File: src/sv/oil_pkg.sv
// ----------------------------------------------------------------------------
// oil_pkg: shared types and codes for the ordered id list
// Action and status codes, plus the command and status groups between the
// controller and the datapath.
// ----------------------------------------------------------------------------
package oil_pkg;

  // Width of the id fields on the ports.
  localparam int ID_W = 11;

  // Action codes of a request.
  localparam logic [1:0] ACT_INSERT = 2'd0;
  localparam logic [1:0] ACT_REMOVE = 2'd1;
  localparam logic [1:0] ACT_QUERY  = 2'd2;

  // Result status codes.
  localparam logic [1:0] ST_OK        = 2'd0;
  localparam logic [1:0] ST_ABSENT    = 2'd1;
  localparam logic [1:0] ST_NO_ANCHOR = 2'd2;
  localparam logic [1:0] ST_EXHAUSTED = 2'd3;

  // Commands from the controller to the datapath.
  typedef struct packed {
    logic accept;      // latch the request and read the anchor entries
    logic init_head;   // write the head entry after reset
    logic init_first;  // write the entry of id 1 after reset
    logic exec;        // evaluate the request and do the first writes
    logic link;        // second write cycle of an insert
  } oil_cmd_t;

  // Status from the datapath to the controller.
  typedef struct packed {
    logic ins_ok;      // the request is an insert that will be carried out
  } oil_stat_t;

endpackage

File: src/sv/oil_ctrl.sv
// ----------------------------------------------------------------------------
// oil_ctrl: sequencing controller
// Runs the initialization states after reset and steps each request
// through its read, evaluate and, for a carried-out insert, link steps.
// ----------------------------------------------------------------------------
module oil_ctrl (
  input  logic               clk,
  input  logic               rst_n,
  input  logic               start,
  output logic               busy,
  input  oil_pkg::oil_stat_t stat,
  output oil_pkg::oil_cmd_t  cmd
);

  typedef enum logic [4:0] {
    S_INIT0 = 5'b00001,
    S_INIT1 = 5'b00010,
    S_IDLE  = 5'b00100,
    S_EXEC  = 5'b01000,
    S_LINK  = 5'b10000
  } state_t;

  state_t state_r, state_nxt;

  // Next state and command decode.
  always_comb begin
    state_nxt      = state_r;
    cmd            = '0;
    busy           = 1'b1;
    unique case (state_r)
      S_INIT0: begin
        cmd.init_head = 1'b1;
        state_nxt     = S_INIT1;
      end
      S_INIT1: begin
        cmd.init_first = 1'b1;
        state_nxt      = S_IDLE;
      end
      S_IDLE: begin
        busy = 1'b0;
        if (start) begin
          cmd.accept = 1'b1;
          state_nxt  = S_EXEC;
        end
      end
      S_EXEC: begin
        cmd.exec  = 1'b1;
        state_nxt = stat.ins_ok ? S_LINK : S_IDLE;
      end
      S_LINK: begin
        cmd.link  = 1'b1;
        state_nxt = S_IDLE;
      end
      default: begin
        state_nxt = S_INIT0;
      end
    endcase
  end

  // State register.
  always_ff @(posedge clk) begin
    if (!rst_n) begin
      state_r <= S_INIT0;
    end else begin
      state_r <= state_nxt;
    end
  end

endmodule

File: config.mk
export PLATFORM = sky130hd
export DESIGN_NAME = oil_ctrl
export DESIGN_NICKNAME = d
export VERILOG_FILES = /design/src/sv/oil_pkg.sv /design/src/sv/oil_ctrl.sv
export SDC_FILE = /design/constraint.sdc
export NUM_CORES = 1
export LEC_CHECK = 0
export BUFFER_PORTS_ARGS = -buffer_cell sky130_fd_sc_hd__buf_2
export CAP_MARGIN = 20
export CELL_PAD_IN_SITES_DETAIL_PLACEMENT = 0
export CELL_PAD_IN_SITES_GLOBAL_PLACEMENT = 1
export CORE_AREA = 2 2 39 41
export CTS_CLUSTER_DIAMETER = 80
export DETAILED_ROUTE_END_ITERATION = 8
export DIE_AREA = 0 0 41 43
export PLACE_DENSITY_LB_ADDON = 0.1
export SLEW_MARGIN = 20
export SYNTH_ARGS = -nofsm -noshare
export SYNTH_HDL_FRONTEND = slang
export SYNTH_SLANG_ARGS = --single-unit
File: constraint.sdc
create_clock -name clk -period 1.3 [get_ports clk]
set_input_delay 0.26 -clock clk [delete_from_list [all_inputs] [get_ports clk]]
set_output_delay 0.26 -clock clk [all_outputs]
set_load 0.02 [all_outputs]
# Word-level counts from Yosys, hierarchy flattened
# Index checks and enable logic that the tools add are counted.
# totals
regBits	5
input_bits	4
word_cells	18
# op_classes
n_eq_ne	6
muxes	10
reduce_logical	1
# op_table
cell	count
5-bit case mux with 4 select lines	1
5-bit 2-to-1 mux	2
1-bit 2-to-1 mux	7
5-bit by 1-bit equality test with 1-bit output (second input constant)	1
5-bit by 2-bit equality test with 1-bit output (second input constant)	1
5-bit by 3-bit equality test with 1-bit output (second input constant)	1
5-bit by 4-bit equality test with 1-bit output (second input constant)	1
5-bit equality test (second input constant)	1
2-bit != test (second input constant)	1
2-bit OR reduction	1

# Longest topological paths before layout
# depth
ltp_word	3
ltp_mapped	4
ltp_nobuf	3

# Worst setup path before layout
# No wires, ideal clock.
# synth_timing
path_kind	flip-flop to output port
from	register state_r[2]
to	output port cmd[2] (netlist bit)
arrival_ns	1.115
required_ns	1.040
path_slack_ns	-0.075
stages_incl_launch_ff	3
path_buffers	0
path_cell_list	dfxtp_1 or2_4 nor3_1
# synth_lines
item	line_no	rtl
from (decl)	oil_ctrl.sv:23	state_t state_r, state_nxt;
from (signal assigned)	oil_ctrl.sv:65	state_r <= state_nxt;
to (decl)	oil_ctrl.sv:12	output oil_pkg::oil_cmd_t cmd

==> run summary <==
The share of the clock period used by the worst path is 1.058, and the share of total power in the clock network is 0.354. Setup repair after global routing could not meet its margin everywhere. The overall power consumption is 530.6 uW, and the synthesized-area fraction occupied by adder cells is 0. The post-detailed-route via-to-cell ratio is 4.521.

The analysis attributes to net switching a power of 168.0 uW. The repair_antennas step left the layout with diodes totalling 0. Clock tree synthesis found a total of 5 sinks. The type of the worst min-delay path is in -> reg. In the routed design, unresolved DRC markers number 0. The number of global-route vias before repair came out at 312. Cell taking the most area after synthesis: sky130_fd_sc_hd__dfxtp_1. The number of buffers between clock root and the deepest sink is 2, and the number of buffers created by CTS is 3. The worst reg2reg path startpoint is state_r[1].

For this block, the via count after detailed routing is 330. Cell type of the slowest stage on the worst timing path: sky130_fd_sc_hd__dfxtp_4. After synthesis, the netlist uses 21 different library cells. The net switching fraction of the power came out at 0.3167.

The tools report the number of pins exceeding their max-slew limit in the final report as 0. Adding up every negative setup slack in the final design gives -0.3058 ns. The level count of the clock H-tree was 1.

Counting the fill cells in the layout gives 151. Final core area utilization: 0.3888. After synthesis, the largest family of logic cells by area is simple AND/OR/NAND/NOR gates.

The global-route usage over all layers was 0.1207. The layout cell share with drive strength beyond 1 was 0.6140; the final estimated routing congestion in global placement was 0.7006. The pre-antenna-repair detailed-routing pass consisted of 2 iterations. The setup violation total in the final timing report is 6, and the actual slew at the worst max-slew pin is 0.3039 ns. The placed wire-length estimate is 551.6 um.

The synthesis-to-layout area growth was 79.92%. For the internal power contribution, the log shows 362.5 uW. The time the worst path needs with I/O delays and setup works out to 1.376 ns. The worst setup path is of the reg -> out kind.

The final reports fail on setup timing. The count of buffers added on input and output ports is 9. Power spread over the standard cell area amounts to 986.1 mW/mm^2. The initial antenna violation count was 0. After technology mapping, the gate count stands at 36.

For this run, the number of Yosys warnings is 0. The highest achievable clock rate came out at 727.0 MHz. The part of the power in combinational logic was 0.285; the flip-flop count of the largest register, all copies and words added was 5. The average cell area after synthesis came out at 8.307 sq um.

The compound-gate portion of the synthesized area is 0.09623. The clock skew after layout is 0.0006712 ns. In the final design database the tool counted 62 nets. Counting flops and latches in the post-synthesis netlist gives 5. Counting flops per register, the top entry is state_r. The tools report the count of maximum capacitance violations as 0.

The largest registers in the layout are state_r x5. The horizontal die dimension works out to 41 um. For the global-route wire length before repair, the log shows 1331 um. The largest single stage delay on the critical path is 0.36 ns.

The register area share after synthesis came out at 0.3347. STA puts the critical path data arrival time at 1.12 ns. In this run the worst setup path begins at state_r[1].

The number of ports placed on the die boundary was 10; the required time of the critical path was 1.04 ns. Setup slack on the worst reg-to-reg path comes out at 0.08 ns. For this run the aggregate overflow at the end of global routing stands at 0.

The run finished, with violations left. The tools report the start point of the worst min-delay path as start. The floorplan step defined a die boundary enclosing 0.001763 sq mm. The part of the total power dissipated in sequential elements is 0.362. In this run the worst path has a maximum fanout of 5. Ranked by total cell area, the synthesized netlist is headed by sky130_fd_sc_hd__dfxtp_1 33%, sky130_fd_sc_hd__nor3_1 8.4%, sky130_fd_sc_hd__a2111oi_2 5.0%, sky130_fd_sc_hd__nor2_1 5.0%, sky130_fd_sc_hd__and3_1 4.2%. The worst setup path is launched from a register.

In this run the standard cell core region covers 0.001384 sq mm. The run gives 0 as the number of nets with antenna violations after detailed routing. Total wire length after detailed routing: 867 um. TritonCTS built the clock tree.

The post-synthesis simple-gate area fraction is 0.4770. For the worst-skew pair, the clock arrives at the later sink with an insertion delay of 0.24 ns. The worst setup path is captured at a primary output.

The xor/xnor cell area share of the yosys netlist is 0.02929, and the final-report hold violation count is 0. The analysis attributes to cell leakage a power of 0.0002230 uW. Traced cell by cell, the critical path runs through nor2_4, nand3_4, nor2_1, buf_4.

Entering global routing, the biggest net connects 8 pins. The tools report the DRC violation total after the first TritonRoute iteration as 3. The total nets after synthesis is 40.

After synthesis the cells add up to 299.0 sq um. The tools report the initial standard-cell utilization of the core as 0.2161. The average wire per standard cell is 11.88 um. The worst setup slack after layout was -0.07561 ns; the portion of synthesized cell area occupied by the leading cell type was 0.3347.

Root cell of the clock tree: sky130_fd_sc_hd__clkbuf_4. The worst slew margin relative to its limit was 0.7945; the clock-pin slew on the worst setup and hold paths was 0.05 ns. After floorplanning, the core was divided into 14 placement rows. The highest ir drop seen on vdd was 0.0004569 V.

The mux contribution to synthesized area was 0; the final hold slack was 0.2439 ns. The vertical die dimension works out to 43 um.
-- worst max-delay path, delay by kind of cell, from the launching register on --
kind                   cells  cell delay [ns]
buffers and inverters      1             0.14
AND/OR/NAND/NOR            3             0.36
flip-flops                 1             0.36
-- layout make-up --
type | instances | area, sq um | share of cell area
well taps | 16 | 20.02 | 0.03721
multi-input cells | 28 | 230.2 | 0.4279
clock buffers | 4 | 26.28 | 0.04884
inverters | 2 | 7.507 | 0.01395
flip-flops and latches | 5 | 110.1 | 0.2047
repair buffers | 18 | 143.9 | 0.2674
-- logic make-up after synthesis --
logic type | Yosys count
xor gates and xnor gates | 1
and+or+nand+nor | 24
AOI/OAI and AO/OA | 3
DFF | 5
buffers and inverters | 3
-- per-stage QoR --
step / worst slack [ns] / cell area, sq um / instances
2_1_floorplan: -0.07545 / 299.0 / 36
3_3_place_gp: 0.04906 / 375.4 / 63
3_5_place_dp: 0.05043 / 375.4 / 63
4_1_cts: -0.08269 / 526.8 / 74
5_1_grt: -0.1338 / 538.0 / 73
6_report: -0.07561 / 538.0 / 73
-- path summary, 6_finish.rpt --
check,endpoint,cells after the start
max,cmd[4],4
min,state_r[2],2
max reg2reg,state_r[3],6
min reg2reg,state_r[1],2
-- cells in the final DEF, fill, tap and decap left out, types with 3 or more instances in the layout --
| master | count |
|---|---|
| sky130_fd_sc_hd__nor3_2 | 3 |
| sky130_fd_sc_hd__clkbuf_4 | 3 |
| sky130_fd_sc_hd__buf_2 | 4 |
| sky130_fd_sc_hd__buf_4 | 9 |
| sky130_fd_sc_hd__nor2_1 | 3 |
| sky130_fd_sc_hd__buf_6 | 5 |
-- Yosys cell counts (all sizes together) --
cell and n:
a2111oi 1, and3 2, and3b 1, buf 1, dfxtp 5, inv 2
nand2 1, nand2b 2, nand3 2, nor2 5, nor2b 1, nor3 5
nor3b 1, nor4 2, nor4b 1, o21ai 1, o32ai 1, or2 1
xnor2 1
-- power groups by stage --
| stage | clock network (uW) | logic [uW] | registers, uW |
|---|---|---|---|
| finish | 188 | 151 | 192 |
| global route | 209 | 161 | 194 |
| CTS | 197 | 147 | 194 |
| detailed placement | 0 | 108 | 186 |
| global placement | 0 | 108 | 185 |
| floorplan | 0 | 75.4 | 183 |
-- routing by layer --
layer | share of wire | vias to the layer above | track usage
li1 | - | 172 | -
met1 | 0.40 | 149 | 0.1327
met2 | 0.54 | 9 | 0.1719
met3 | 0.057 | 0 | 0.07853
met4 | 0 | 0 | 0.06000
met5 | 0 | - | 0
-- timing repair --
item	4_1_cts	5_1_grt
pin swaps	7	2
hold buffers	0	0
buffers inserted	7	0
gates resized for setup	22	4
setup endpoints to repair	6	7
endpoints found under the hold margin	0	0
No activity file was read; power rests on OpenSTA's default activity.
